===== config.mk =====
export PLATFORM = sky130hd
export DESIGN_NAME = rational_accumulator_alu
export DESIGN_NICKNAME = d
export VERILOG_FILES = /design/src/rac_pkg.sv /design/src/rac_div.sv /design/src/rational_accumulator_alu.sv
export SDC_FILE = /design/constraint.sdc
export NUM_CORES = 2
export LEC_CHECK = 0
export BUFFER_PORTS_ARGS = -buffer_cell sky130_fd_sc_hd__buf_2
export CORE_UTILIZATION = 50
export CTS_BUF_LIST = sky130_fd_sc_hd__clkbuf_4
export DETAILED_ROUTE_END_ITERATION = 8
export PLACE_DENSITY_LB_ADDON = 0.15
export SLEW_MARGIN = 20
export SYNTH_ARGS = -nofsm -noshare
export SYNTH_HDL_FRONTEND = slang
export SYNTH_SLANG_ARGS = --single-unit

===== constraint.sdc =====
create_clock -name clk -period 15.54 [get_ports clk]
set_input_delay 1.554 -clock clk [delete_from_list [all_inputs] [get_ports clk]]
set_output_delay 1.554 -clock clk [all_outputs]
set_load 0.005 [all_outputs]

===== src/rac_pkg.sv =====
// ============================================================================
// rac_pkg
// Shared types, codes and helpers for the rational accumulator ALU.
// ============================================================================
`default_nettype none

package rac_pkg;

  // Default signed width of the held fraction.
  localparam int RAC_WIDTH = 32;

  // Operand field width and sign-magnitude working width.
  localparam int OP_W  = 32;
  localparam int DIV_W = 64;
  localparam int CNT_W = $clog2(DIV_W);

  // Operation codes.
  localparam logic [2:0] FN_LOAD = 3'd0;
  localparam logic [2:0] FN_ADD  = 3'd1;
  localparam logic [2:0] FN_SUB  = 3'd2;
  localparam logic [2:0] FN_MUL  = 3'd3;
  localparam logic [2:0] FN_DIV  = 3'd4;

  typedef enum logic [1:0] {
    STAT_OK       = 2'd0,
    STAT_ZERO_DEN = 2'd1,
    STAT_OVERFLOW = 2'd2
  } status_t;

  typedef struct packed {
    logic            neg;
    logic [OP_W-1:0] mag;
  } sm32_t;

  typedef struct packed {
    logic             neg;
    logic [DIV_W-1:0] mag;
  } sm64_t;

  // Request and response of the shared divider.
  typedef struct packed {
    logic             start;
    logic [DIV_W-1:0] dividend;
    logic [DIV_W-1:0] divisor;
  } div_req_t;

  typedef struct packed {
    logic             done;
    logic [DIV_W-1:0] quot;
    logic [DIV_W-1:0] rem;
  } div_rsp_t;

  // Split a two's complement word into sign and magnitude.
  function automatic sm32_t to_sm32(input logic [OP_W-1:0] v);
    sm32_t r;
    r.neg = v[OP_W-1];
    r.mag = v[OP_W-1] ? (~v + OP_W'(1)) : v;
    return r;
  endfunction

endpackage

`default_nettype wire


===== src/rac_div.sv =====
// ============================================================================
// rac_div
// Restoring unsigned divider, one quotient bit per cycle.
// ============================================================================
`default_nettype none

module rac_div (
  input  wire logic              clk,
  input  wire logic              rst_n,
  input  wire rac_pkg::div_req_t req,
  output rac_pkg::div_rsp_t      rsp
);
  import rac_pkg::*;

  localparam logic [CNT_W-1:0] LAST = CNT_W'(DIV_W - 1);

  logic             busy_r, busy_nxt;
  logic             done_r, done_nxt;
  logic [CNT_W-1:0] cnt_r, cnt_nxt;
  logic [DIV_W-1:0] rem_r, rem_nxt;
  logic [DIV_W-1:0] quo_r, quo_nxt;
  logic [DIV_W-1:0] dsr_r, dsr_nxt;

  logic [DIV_W:0]   sh;
  logic [DIV_W+1:0] diff;
  logic             ge;

  always_comb begin
    sh       = {rem_r, quo_r[DIV_W-1]};
    diff     = {1'b0, sh} - {2'b00, dsr_r};
    ge       = ~diff[DIV_W+1];
    busy_nxt = busy_r;
    done_nxt = 1'b0;
    cnt_nxt  = cnt_r;
    rem_nxt  = rem_r;
    quo_nxt  = quo_r;
    dsr_nxt  = dsr_r;
    if (req.start) begin
      busy_nxt = 1'b1;
      cnt_nxt  = '0;
      rem_nxt  = '0;
      quo_nxt  = req.dividend;
      dsr_nxt  = req.divisor;
    end else if (busy_r) begin
      rem_nxt = ge ? diff[DIV_W-1:0] : sh[DIV_W-1:0];
      quo_nxt = {quo_r[DIV_W-2:0], ge};
      cnt_nxt = cnt_r + CNT_W'(1);
      if (cnt_r == LAST) begin
        busy_nxt = 1'b0;
        done_nxt = 1'b1;
      end
    end
  end

  always_ff @(posedge clk) begin
    if (!rst_n) begin
      busy_r <= 1'b0;
      done_r <= 1'b0;
    end else begin
      busy_r <= busy_nxt;
      done_r <= done_nxt;
    end
  end

  always_ff @(posedge clk) begin
    cnt_r <= cnt_nxt;
    rem_r <= rem_nxt;
    quo_r <= quo_nxt;
    dsr_r <= dsr_nxt;
  end

  assign rsp.done = done_r;
  assign rsp.quot = quo_r;
  assign rsp.rem  = rem_r;

endmodule

`default_nettype wire


===== src/rational_accumulator_alu.sv =====
// ============================================================================
// rational_accumulator_alu
// Fraction accumulator: load/add/sub/mul/div, reduced by a Euclidean GCD.
// ============================================================================
//
//  channel | direction | handshake            | word
//  --------+-----------+----------------------+------------------------------
//  in      | input     | in_valid / in_ready  | in_func, in_op_num, in_op_den
//  out     | output    | out_valid / out_ready| out_res_num, out_res_den,
//          |           |                      | out_status
//
//  One word in flight; in_ready is high only in IDLE. Unused func codes go from IDLE to FIN.
//  Setup and products: load goes straight to the zero check, mul and div form two products,
//  add and sub three products and a signed sum; then one division per Euclid remainder step
//  and two quotients on the one bit-serial divider, then range check and hand-off.
//  Reset (synchronous, active low) clears the sequencer and sets the fraction to 0/1.
//  A stalled result holds FIN; a word waiting in the output register does not block input.
// ============================================================================
`default_nettype none

module rational_accumulator_alu #(
  parameter int WIDTH = rac_pkg::RAC_WIDTH
) (
  input  wire logic                            clk,
  input  wire logic                            rst_n,
  input  wire logic                            in_valid,
  output logic                                 in_ready,
  input  wire logic [2:0]                      in_func,
  input  wire logic signed [rac_pkg::OP_W-1:0] in_op_num,
  input  wire logic signed [rac_pkg::OP_W-1:0] in_op_den,
  output logic                                 out_valid,
  input  wire logic                            out_ready,
  output logic signed [rac_pkg::OP_W-1:0]      out_res_num,
  output logic signed [rac_pkg::OP_W-1:0]      out_res_den,
  output logic [1:0]                           out_status
);
  import rac_pkg::*;

  // Bound on the magnitude of a reduced value: 2^(WIDTH-1).
  localparam logic [DIV_W-1:0] LIM = DIV_W'(1) << (WIDTH - 1);

  typedef enum logic [11:0] {
    ST_IDLE  = 12'b0000_0000_0001,
    ST_MUL_A = 12'b0000_0000_0010,  // first product into the numerator
    ST_MUL_B = 12'b0000_0000_0100,  // second product
    ST_MUL_C = 12'b0000_0000_1000,  // denominator product for add/sub
    ST_SUM   = 12'b0000_0001_0000,  // signed sum of the cross products
    ST_ZCHK  = 12'b0000_0010_0000,  // zero denominator check, seed Euclid
    ST_GCD   = 12'b0000_0100_0000,  // test remainder, launch next division
    ST_REM   = 12'b0000_1000_0000,  // wait for remainder
    ST_QN    = 12'b0001_0000_0000,  // wait for numerator quotient
    ST_QD    = 12'b0010_0000_0000,  // wait for denominator quotient
    ST_CHK   = 12'b0100_0000_0000,  // range check of the reduced pair
    ST_FIN   = 12'b1000_0000_0000   // hand the word to the output side
  } state_t;

  state_t  state_r, state_nxt;
  logic [2:0] func_r, func_nxt;
  sm32_t   an_r, an_nxt, ad_r, ad_nxt;
  sm32_t   on_r, on_nxt, od_r, od_nxt;
  sm64_t   pn_r, pn_nxt, pd_r, pd_nxt, t_r, t_nxt;
  sm64_t   n_r, n_nxt, d_r, d_nxt;
  status_t status_r, status_nxt;
  logic    upd_r, upd_nxt;
  logic    out_valid_r, out_valid_nxt;
  status_t out_status_r, out_status_nxt;
  logic signed [WIDTH-1:0] acc_num_r, acc_num_nxt;
  logic signed [WIDTH-1:0] acc_den_r, acc_den_nxt;

  // Shared multiplier.
  logic [OP_W-1:0]  mul_a, mul_b;
  logic             mul_neg;
  logic [DIV_W-1:0] prod;

  // Adder for the cross-product sum.
  logic [DIV_W:0]   sdiff;

  // Two's complement of the reduced pair.
  logic [DIV_W-1:0] rn_tc, rd_tc;
  logic             fits_n, fits_d;
  logic             fin_fire;
  logic             arith;

  div_req_t div_req;
  div_rsp_t div_rsp;

  rac_div u_div (
    .clk  (clk),
    .rst_n(rst_n),
    .req  (div_req),
    .rsp  (div_rsp)
  );

  assign prod   = DIV_W'(mul_a) * DIV_W'(mul_b);
  assign sdiff  = {1'b0, pn_r.mag} - {1'b0, t_r.mag};
  assign rn_tc  = pn_r.neg ? (~pn_r.mag + DIV_W'(1)) : pn_r.mag;
  assign rd_tc  = pd_r.neg ? (~pd_r.mag + DIV_W'(1)) : pd_r.mag;
  assign fits_n = pn_r.neg ? (pn_r.mag <= LIM) : (pn_r.mag < LIM);
  assign fits_d = pd_r.neg ? (pd_r.mag <= LIM) : (pd_r.mag < LIM);
  assign fin_fire = (state_r == ST_FIN) && (!out_valid_r || out_ready);
  assign arith  = (in_func inside {FN_ADD, FN_SUB, FN_MUL, FN_DIV});

  // Pick the multiplier operands for each product step.
  always_comb begin
    mul_a   = an_r.mag;
    mul_b   = od_r.mag;
    mul_neg = an_r.neg ^ od_r.neg;
    case (state_r)
      ST_MUL_A: begin
        mul_a = an_r.mag;
        if (func_r == FN_MUL) begin
          mul_b   = on_r.mag;
          mul_neg = an_r.neg ^ on_r.neg;
        end else begin
          mul_b   = od_r.mag;
          mul_neg = an_r.neg ^ od_r.neg;
        end
      end
      ST_MUL_B: begin
        if (func_r == FN_ADD || func_r == FN_SUB) begin
          mul_a   = on_r.mag;
          mul_b   = ad_r.mag;
          mul_neg = on_r.neg ^ ad_r.neg;
        end else if (func_r == FN_DIV) begin
          mul_a   = ad_r.mag;
          mul_b   = on_r.mag;
          mul_neg = ad_r.neg ^ on_r.neg;
        end else begin
          mul_a   = ad_r.mag;
          mul_b   = od_r.mag;
          mul_neg = ad_r.neg ^ od_r.neg;
        end
      end
      ST_MUL_C: begin
        mul_a   = ad_r.mag;
        mul_b   = od_r.mag;
        mul_neg = ad_r.neg ^ od_r.neg;
      end
      default: begin
        mul_a   = an_r.mag;
        mul_b   = od_r.mag;
        mul_neg = an_r.neg ^ od_r.neg;
      end
    endcase
  end

  // Sequencer.
  always_comb begin
    state_nxt      = state_r;
    func_nxt       = func_r;
    an_nxt         = an_r;
    ad_nxt         = ad_r;
    on_nxt         = on_r;
    od_nxt         = od_r;
    pn_nxt         = pn_r;
    pd_nxt         = pd_r;
    t_nxt          = t_r;
    n_nxt          = n_r;
    d_nxt          = d_r;
    status_nxt     = status_r;
    upd_nxt        = upd_r;
    out_valid_nxt  = out_valid_r && !out_ready;
    out_status_nxt = out_status_r;
    acc_num_nxt    = acc_num_r;
    acc_den_nxt    = acc_den_r;
    div_req        = '0;

    case (state_r)
      ST_IDLE: begin
        if (in_valid) begin
          func_nxt = in_func;
          an_nxt   = to_sm32(OP_W'(acc_num_r));
          ad_nxt   = to_sm32(OP_W'(acc_den_r));
          on_nxt   = to_sm32(in_op_num);
          od_nxt   = to_sm32(in_op_den);
          if (in_func == FN_SUB) begin
            on_nxt.neg = ~on_nxt.neg;
          end
          if (in_func == FN_LOAD) begin
            pn_nxt    = {on_nxt.neg, DIV_W'(on_nxt.mag)};
            pd_nxt    = {od_nxt.neg, DIV_W'(od_nxt.mag)};
            state_nxt = ST_ZCHK;
          end else if (arith) begin
            state_nxt = ST_MUL_A;
          end else begin
            // Unused code: keep the fraction, report ok.
            status_nxt = STAT_OK;
            upd_nxt    = 1'b0;
            state_nxt  = ST_FIN;
          end
        end
      end
      ST_MUL_A: begin
        pn_nxt    = {mul_neg, prod};
        state_nxt = ST_MUL_B;
      end
      ST_MUL_B: begin
        if (func_r == FN_ADD || func_r == FN_SUB) begin
          t_nxt     = {mul_neg, prod};
          state_nxt = ST_MUL_C;
        end else begin
          pd_nxt    = {mul_neg, prod};
          state_nxt = ST_ZCHK;
        end
      end
      ST_MUL_C: begin
        pd_nxt    = {mul_neg, prod};
        state_nxt = ST_SUM;
      end
      ST_SUM: begin
        if (pn_r.neg == t_r.neg) begin
          pn_nxt.mag = pn_r.mag + t_r.mag;
        end else if (!sdiff[DIV_W]) begin
          pn_nxt.mag = sdiff[DIV_W-1:0];
        end else begin
          pn_nxt.neg = t_r.neg;
          pn_nxt.mag = ~sdiff[DIV_W-1:0] + DIV_W'(1);
        end
        state_nxt = ST_ZCHK;
      end
      ST_ZCHK: begin
        if (pd_r.mag == '0) begin
          status_nxt = STAT_ZERO_DEN;
          upd_nxt    = 1'b0;
          state_nxt  = ST_FIN;
        end else begin
          n_nxt     = pn_r;
          d_nxt     = pd_r;
          state_nxt = ST_GCD;
        end
      end
      ST_GCD: begin
        div_req.start = 1'b1;
        if (n_r.mag == '0) begin
          // d holds the GCD; divide the numerator by it.
          div_req.dividend = pn_r.mag;
          div_req.divisor  = d_r.mag;
          state_nxt        = ST_QN;
        end else begin
          div_req.dividend = d_r.mag;
          div_req.divisor  = n_r.mag;
          state_nxt        = ST_REM;
        end
      end
      ST_REM: begin
        if (div_rsp.done) begin
          // Truncating remainder takes the dividend's sign.
          d_nxt     = n_r;
          n_nxt     = {d_r.neg, div_rsp.rem};
          state_nxt = ST_GCD;
        end
      end
      ST_QN: begin
        if (div_rsp.done) begin
          pn_nxt.mag = div_rsp.quot;
          pn_nxt.neg = (div_rsp.quot != '0) && (pn_r.neg != d_r.neg);
          div_req.start    = 1'b1;
          div_req.dividend = pd_r.mag;
          div_req.divisor  = d_r.mag;
          state_nxt        = ST_QD;
        end
      end
      ST_QD: begin
        if (div_rsp.done) begin
          pd_nxt.mag = div_rsp.quot;
          pd_nxt.neg = (div_rsp.quot != '0) && (pd_r.neg != d_r.neg);
          state_nxt  = ST_CHK;
        end
      end
      ST_CHK: begin
        if (fits_n && fits_d) begin
          status_nxt = STAT_OK;
          upd_nxt    = 1'b1;
        end else begin
          status_nxt = STAT_OVERFLOW;
          upd_nxt    = 1'b0;
        end
        state_nxt = ST_FIN;
      end
      ST_FIN: begin
        // The fraction registers double as the output word.
        if (!out_valid_r || out_ready) begin
          out_valid_nxt  = 1'b1;
          out_status_nxt = status_r;
          if (upd_r) begin
            acc_num_nxt = rn_tc[WIDTH-1:0];
            acc_den_nxt = rd_tc[WIDTH-1:0];
          end
          state_nxt = ST_IDLE;
        end
      end
      default: begin
        state_nxt = ST_IDLE;
      end
    endcase
  end

  always_ff @(posedge clk) begin
    if (!rst_n) begin
      state_r     <= ST_IDLE;
      out_valid_r <= 1'b0;
      acc_num_r   <= '0;
      acc_den_r   <= WIDTH'(1);
    end else begin
      state_r     <= state_nxt;
      out_valid_r <= out_valid_nxt;
      acc_num_r   <= acc_num_nxt;
      acc_den_r   <= acc_den_nxt;
    end
  end

  always_ff @(posedge clk) begin
    func_r       <= func_nxt;
    an_r         <= an_nxt;
    ad_r         <= ad_nxt;
    on_r         <= on_nxt;
    od_r         <= od_nxt;
    pn_r         <= pn_nxt;
    pd_r         <= pd_nxt;
    t_r          <= t_nxt;
    n_r          <= n_nxt;
    d_r          <= d_nxt;
    status_r     <= status_nxt;
    upd_r        <= upd_nxt;
    out_status_r <= out_status_nxt;
  end

  assign in_ready    = (state_r == ST_IDLE);
  assign out_valid   = out_valid_r;
  assign out_res_num = OP_W'(acc_num_r);
  assign out_res_den = OP_W'(acc_den_r);
  assign out_status  = out_status_r;

  // Ready drops once a word is accepted.
  a_busy_after_accept: assert property (@(posedge clk) disable iff (!rst_n)
    in_valid && in_ready |=> !in_ready)
    else $error("accepted a word but stayed ready");

  a_status_legal: assert property (@(posedge clk) disable iff (!rst_n)
    out_valid |-> (out_status == STAT_OK || out_status == STAT_ZERO_DEN ||
                   out_status == STAT_OVERFLOW))
    else $error("illegal status code");

  a_keep_on_error: assert property (@(posedge clk) disable iff (!rst_n)
    fin_fire && (status_r != STAT_OK) |=> $stable(acc_num_r) && $stable(acc_den_r))
    else $error("fraction changed on a faulted word");

  a_den_nonzero: assert property (@(posedge clk) disable iff (!rst_n)
    acc_den_r != '0)
    else $error("held denominator is zero");

endmodule

`default_nettype wire

# After elaboration in Yosys (flattened, before gate mapping)

Index checks and enable logic that the tools add are counted.

Bits in registers: 742
Bits of input ports: 71
Output and inout bits: 68
Word-level logic and storage cells: 204

Add/sub/neg operators: 11
$mul: 1
Magnitude comparators: 4
Eq/ne operators: 37
Mux-type cells: 73
Bitwise operators: 15
Reduce and logical (&&, ||, !) cells: 29

Operator list:

| cell                                                         | count |
|---|---|
| two-way mux 65 bit                                           | 11 |
| one-hot mux 65 bit (4 select lines)                          | 2 |
| two-way mux 64 bit                                           | 5 |
| one-hot mux 65 bit (2 select lines)                          | 2 |
| one-hot mux 129 bit (2 select lines)                         | 1 |
| two-way mux 32 bit                                           | 8 |
| adder 32 x 1 -> 32 bit, second input constant                | 6 |
| inverter 32 bit                                              | 6 |
| one-hot mux 12 bit (12 select lines)                         | 1 |
| two-way mux 129 bit                                          | 1 |
| <= comparator 64 x 32 -> 1 bit, second input constant        | 2 |
| zero test 64 bit                                             | 2 |
| less-than comparator 64 x 32 -> 1 bit, second input constant | 2 |
| two-way mux 128 bit                                          | 1 |
| one-hot mux 32 bit (2 select lines)                          | 2 |
| two-way mux 12 bit                                           | 8 |
| subtractor 65 x 64 -> 66 bit                                 | 1 |
| subtractor 64 x 64 -> 65 bit                                 | 1 |
| adder 64 x 1 -> 64 bit, second input constant                | 1 |
| adder 64 bit                                                 | 1 |
| multiplier 32 x 32 -> 64 bit                                 | 1 |
| inverter 64 bit                                              | 1 |
| nonzero test 64 bit                                          | 1 |
| two-way mux 31 bit                                           | 2 |
| 43 further kinds                                             | 101 |

# Longest topological paths before layout

Word-level depth: 7
Mapped depth: 44
Depth with buffers taken out: 38

# Hierarchy

From an unflattened synthesis, not the netlist that was laid out.

Cells, all modules: 9278
Area total of the unflattened synthesis: 82152.5 um^2

By module, submodules not included:

| module                   | instances | cells each | area an instance (um^2) |
|---|---|---|---|
| rational_accumulator_alu | 1         | 8066       | 70211.1 |
| rac_div                  | 1         | 1212       | 11941.5 |

# Least setup slack after synthesis

Ideal clock, no wire load.

Path type: register to register
From: reg state_r[5]
To: reg pn_r[62] in the netlist's numbering, data pin
Library setup time: 0.263 ns
Data arrival time: 12.519 ns
Data required time: 15.277 ns
Setup slack: 2.757 ns
Stages on the path, launching flop included: 40
Buffers on the path: 6
Period minus slack after synthesis: 12.783 ns
Cell sequence: dfxtp_1 nor4_1 nand3_1 nor2_1 nand2_1 or3b_2 clkbuf_1 nor2_1 clkbuf_1 clkbuf_1 clkbuf_1 a22oi_1 and2_1 clkbuf_1 nor2_1 fa_1 fa_1 inv_1 [... 4 more ...] fa_1 fa_1 fa_1 ha_1 clkbuf_1 a21oi_1 o21ai_0 a221o_1 a221oi_1 a21oi_1 nor4bb_1 o31a_1 nor3b_1 a31o_2 a2111o_1 a21o_1 a32oi_1 o31ai_1

RTL lines:

| what                     | RTL line                        | text |
|---|---|---|
| start: declaration       | rational_accumulator_alu.sv:57  | `state_t state_r, state_nxt;` |
| start signal: assignment | rational_accumulator_alu.sv:305 | `state_r <= state_nxt;` |
| end signal: assignment   | rational_accumulator_alu.sv:318 | `pn_r <= pn_nxt;` |
| end: declaration         | rational_accumulator_alu.sv:61  | `sm64_t pn_r, pn_nxt, pd_r, pd_nxt, t_r, t_nxt;` |

==> impl_results.md <==
* Outcome: finished clean
* Number of antenna violations at the first check in global routing at 24
* Top Ports at 139
* Clock input transition at the sequential cells of the worst setup and hold paths at approximately 0.080 ns
* Worst-Skew Late Latency at 1.22 ns
* Proportion of netlist area held by the largest area contributor at 0.221
* Y dimension of the die at 405 um
* CTS H-Tree Depth at 4
* Max Fanout on Critical Path at between 60 and 70
* Number of warnings issued by yosys at 0
* Gates resized, CTS repair at 0
* Total global-route track usage at 0.432
* Largest area contributor in the netlist: sky130_fd_sc_hd__fa_1
* Number of global-route vias before repair at 71800
* Flops & latches, synth at 742
* Top cells by area, synth: sky130_fd_sc_hd__fa_1 22%, sky130_fd_sc_hd__edfxtp_1 22%, sky130_fd_sc_hd__ha_1 7.1%
* Post-Syn Area at ~81000 sq um
* Clock tree from TritonCTS: built
* Design area at 86800 sq um
* Max Clock Freq at ~75 MHz
* Initial DRC count at approximately 9500
* Normalized max-slew margin at 0.137
* Data arrival time of the critical path at ~14 ns
* Synthesized netlist net count at roughly 11000
* DPL Wire Length at around 280000 um
* Count of hold buffers inserted by post-cts repair at 0
* Critical path start-end classification: reg2reg
* Routed wirelength normalized by instance count at 30.9 um
* Horizontal die dimension at 405 um
* CP startpoint kind: flop
* Wire length of the first global-routing pass at 509000 um
* Rows at 147
* Buffer cell driving the clock tree root: sky130_fd_sc_hd__clkbuf_4
* Leading register cell type out of synthesis: sky130_fd_sc_hd__edfxtp_1
* DRC Markers at 0
* Max-slew violation count at 0
* Via count at 73400
* Count of flip-flops with a built-in enable after synthesis at 593
* Post-Syn Area per Cell at 8.86 sq um
* Max-Cap Viols at 0
* Total placed cells including tap cells at 11100
* Routability congestion estimate from global placement at 1.07
* Worst hold path cell count at 0
* Time the worst path needs with I/O delays and setup at around 13 ns
* TritonCTS Buffers at 203
* Delay of the slowest critical-path stage at 0.89 ns
* Total detailed-routing wirelength at 355000 um
* Setup Skew at about 0.09 ns
* Number of cells produced by synthesis at between 9000 and 10000
* Total placed instance area at around 84000 sq um
* Largest net degree at the start of global routing at around 110
* Number of unique standard cell types used by synthesis at 98
* Setup repair after global routing missed its margin: no
* Initial core utilization at 0.505
* Setup total negative slack at 0 ns
* Sequential element share of the synthesized area at 0.256
* Total core area at between 150000 and 200000 sq um
* Buffer count from post-CTS setup fixing at 0
* Number of nets with antenna violations after detailed routing at 0
* Data required time at the worst endpoint at 16.62 ns
* Final instance count without filler cells at 11500
* Number of nets in the layout at 10600
* Share of the clock period used by the worst path after layout at 0.854
* Type of the worst min-delay path: reg2reg
* Fillers at ~15000
* Grt ovf at 0
* Drt pass-1 iters at 8
* Most numerous cell on the critical path: sky130_fd_sc_hd__fa_1
* Avg Vias per Cell at 6.38
* Cell type of the slowest stage on the worst timing path: sky130_fd_sc_hd__xor2_1
* Full die area at 164000 sq um
* Count of endpoints failing hold in the final timing report at 0
* Fraction of final layout cells with drive strength greater than 1 at 0.0776
* Crit. End Element: flop
* Share of flip-flops with an asynchronous set or reset after synthesis at 0
* Most common library cell in the layout ignoring fill and taps: sky130_fd_sc_hd__nand2_1
* Slew @ Worst Pin at around 1.3 ns
* Sink Count at 742
* Number of failing setup endpoints in the final timing report at 0
* Number of port buffers at 138
* Maximum clock insertion buffer count at 3
* Commonest non-fill, non-tap cells in the layout: 1280 x sky130_fd_sc_hd__nand2_1, 1092 x sky130_fd_sc_hd__inv_1, 957 x sky130_fd_sc_hd__nor2_1
* Relative area change from synthesis to final layout at 6.84%
* Number of cells on the worst reg-to-reg path at 34
==> flip-flops by register name (all words and copies together), names as in the netlist, 64 cells and up <==
signal / flops
u_div.quo_r: 64
n_r: 65
pn_r: 65
t_r: 65
pd_r: 65
d_r: 65
u_div.rem_r: 64
u_div.dsr_r: 64
==> cell families after synthesis <==
| group | share of synthesized area |
|---|---|
| multiplexers | 0.0106 |
| AO/OA/AOI/OAI | 0.153 |
| adder cells (fa/ha/maj) | 0.293 |
| flip-flops | 0.256 |
| XOR/XNOR | 0.0485 |
| buffers and inverters | 0.0756 |
| AND/OR/NAND/NOR | 0.164 |
==> per-stage QoR <==
| step | hold slack, ns | setup slack [ns] | util |
|---|---|---|---|
| final | 0.424 | 2.27 | 0.540 |
| after floorplan | 0.400 | 2.76 | - |
| after global placement | 0.417 | 2.88 | 0.522 |
| after CTS | 0.427 | 2.71 | 0.539 |
| after detailed placement | 0.428 | 2.77 | 0.522 |
| after global routing | 0.434 | 1.85 | 0.539 |
==> layout make-up <==
class / instances / area, sq um / share of cell area
timing repair buffer: 299 / 1910 / 0.0220
multi-input combinational: 6806 / 54600 / 0.628
sequential: 742 / 20800 / 0.239
clock inverter: 88 / 519 / 0.00598
clock buffer: 286 / 2150 / 0.0247
antenna: 18 / 45.0 / 0.000519
tap: 2160 / 2700 / 0.0311
inverter: 1105 / 4150 / 0.0478
==> synth_stat cells, types with 85 or more instances <==
cell type                  count
sky130_fd_sc_hd__xor2_1      138
sky130_fd_sc_hd__inv_1      1094
sky130_fd_sc_hd__fa_1        899
sky130_fd_sc_hd__nand3_1      94
sky130_fd_sc_hd__nor4_1       97
sky130_fd_sc_hd__nor2_1      963
sky130_fd_sc_hd__edfxtp_1    593
sky130_fd_sc_hd__a22o_1      104
sky130_fd_sc_hd__o21ai_0     372
sky130_fd_sc_hd__a22oi_1     178
sky130_fd_sc_hd__a211oi_1     96
sky130_fd_sc_hd__xnor2_1     312
sky130_fd_sc_hd__dfxtp_1     149
sky130_fd_sc_hd__a21oi_1     475
sky130_fd_sc_hd__o31ai_1      92
sky130_fd_sc_hd__clkbuf_1    464
sky130_fd_sc_hd__a21o_1      127
sky130_fd_sc_hd__nand4_1      86
sky130_fd_sc_hd__mux2i_1      85
sky130_fd_sc_hd__nand2_1    1282
sky130_fd_sc_hd__nor3_1      103
sky130_fd_sc_hd__ha_1        462
==> final timing paths <==
check,endpoint,from,slack (ns)
min,out_status[0],status_r[0],0.42
min reg2reg,out_status[0],status_r[0],0.42
max reg2reg,pn_r[53],state_r[5],2.27
max,pn_r[53],state_r[5],2.27
==> routing by layer <==
layer | track usage | vias to the layer above | wire length (um)
li1 | - | 31100 | -
met5 | 0 | - | 158
met3 | 0.140 | 1106 | 45300
met1 | 0.547 | 36300 | 132000
met2 | 0.630 | 4863 | 150000
met4 | 0.287 | 20 | 28500
==> worst max-delay path, delay by kind of cell (launching register included) <==
| family | cells | cell delay (ns) |
|---|---|---|
| adder cells (fa/ha/maj) | 9 | 4.57 |
| AND/OR/NAND/NOR | 14 | 4.35 |
| AO/OA/AOI/OAI | 5 | 1.64 |
| buffers and inverters | 5 | 1.23 |
| XOR/XNOR | 1 | 0.89 |
| flip-flops | 1 | 0.35 |
Power is not shown: default switching activity piles up to over one toggle a cycle in this logic, so the estimate is an artifact.
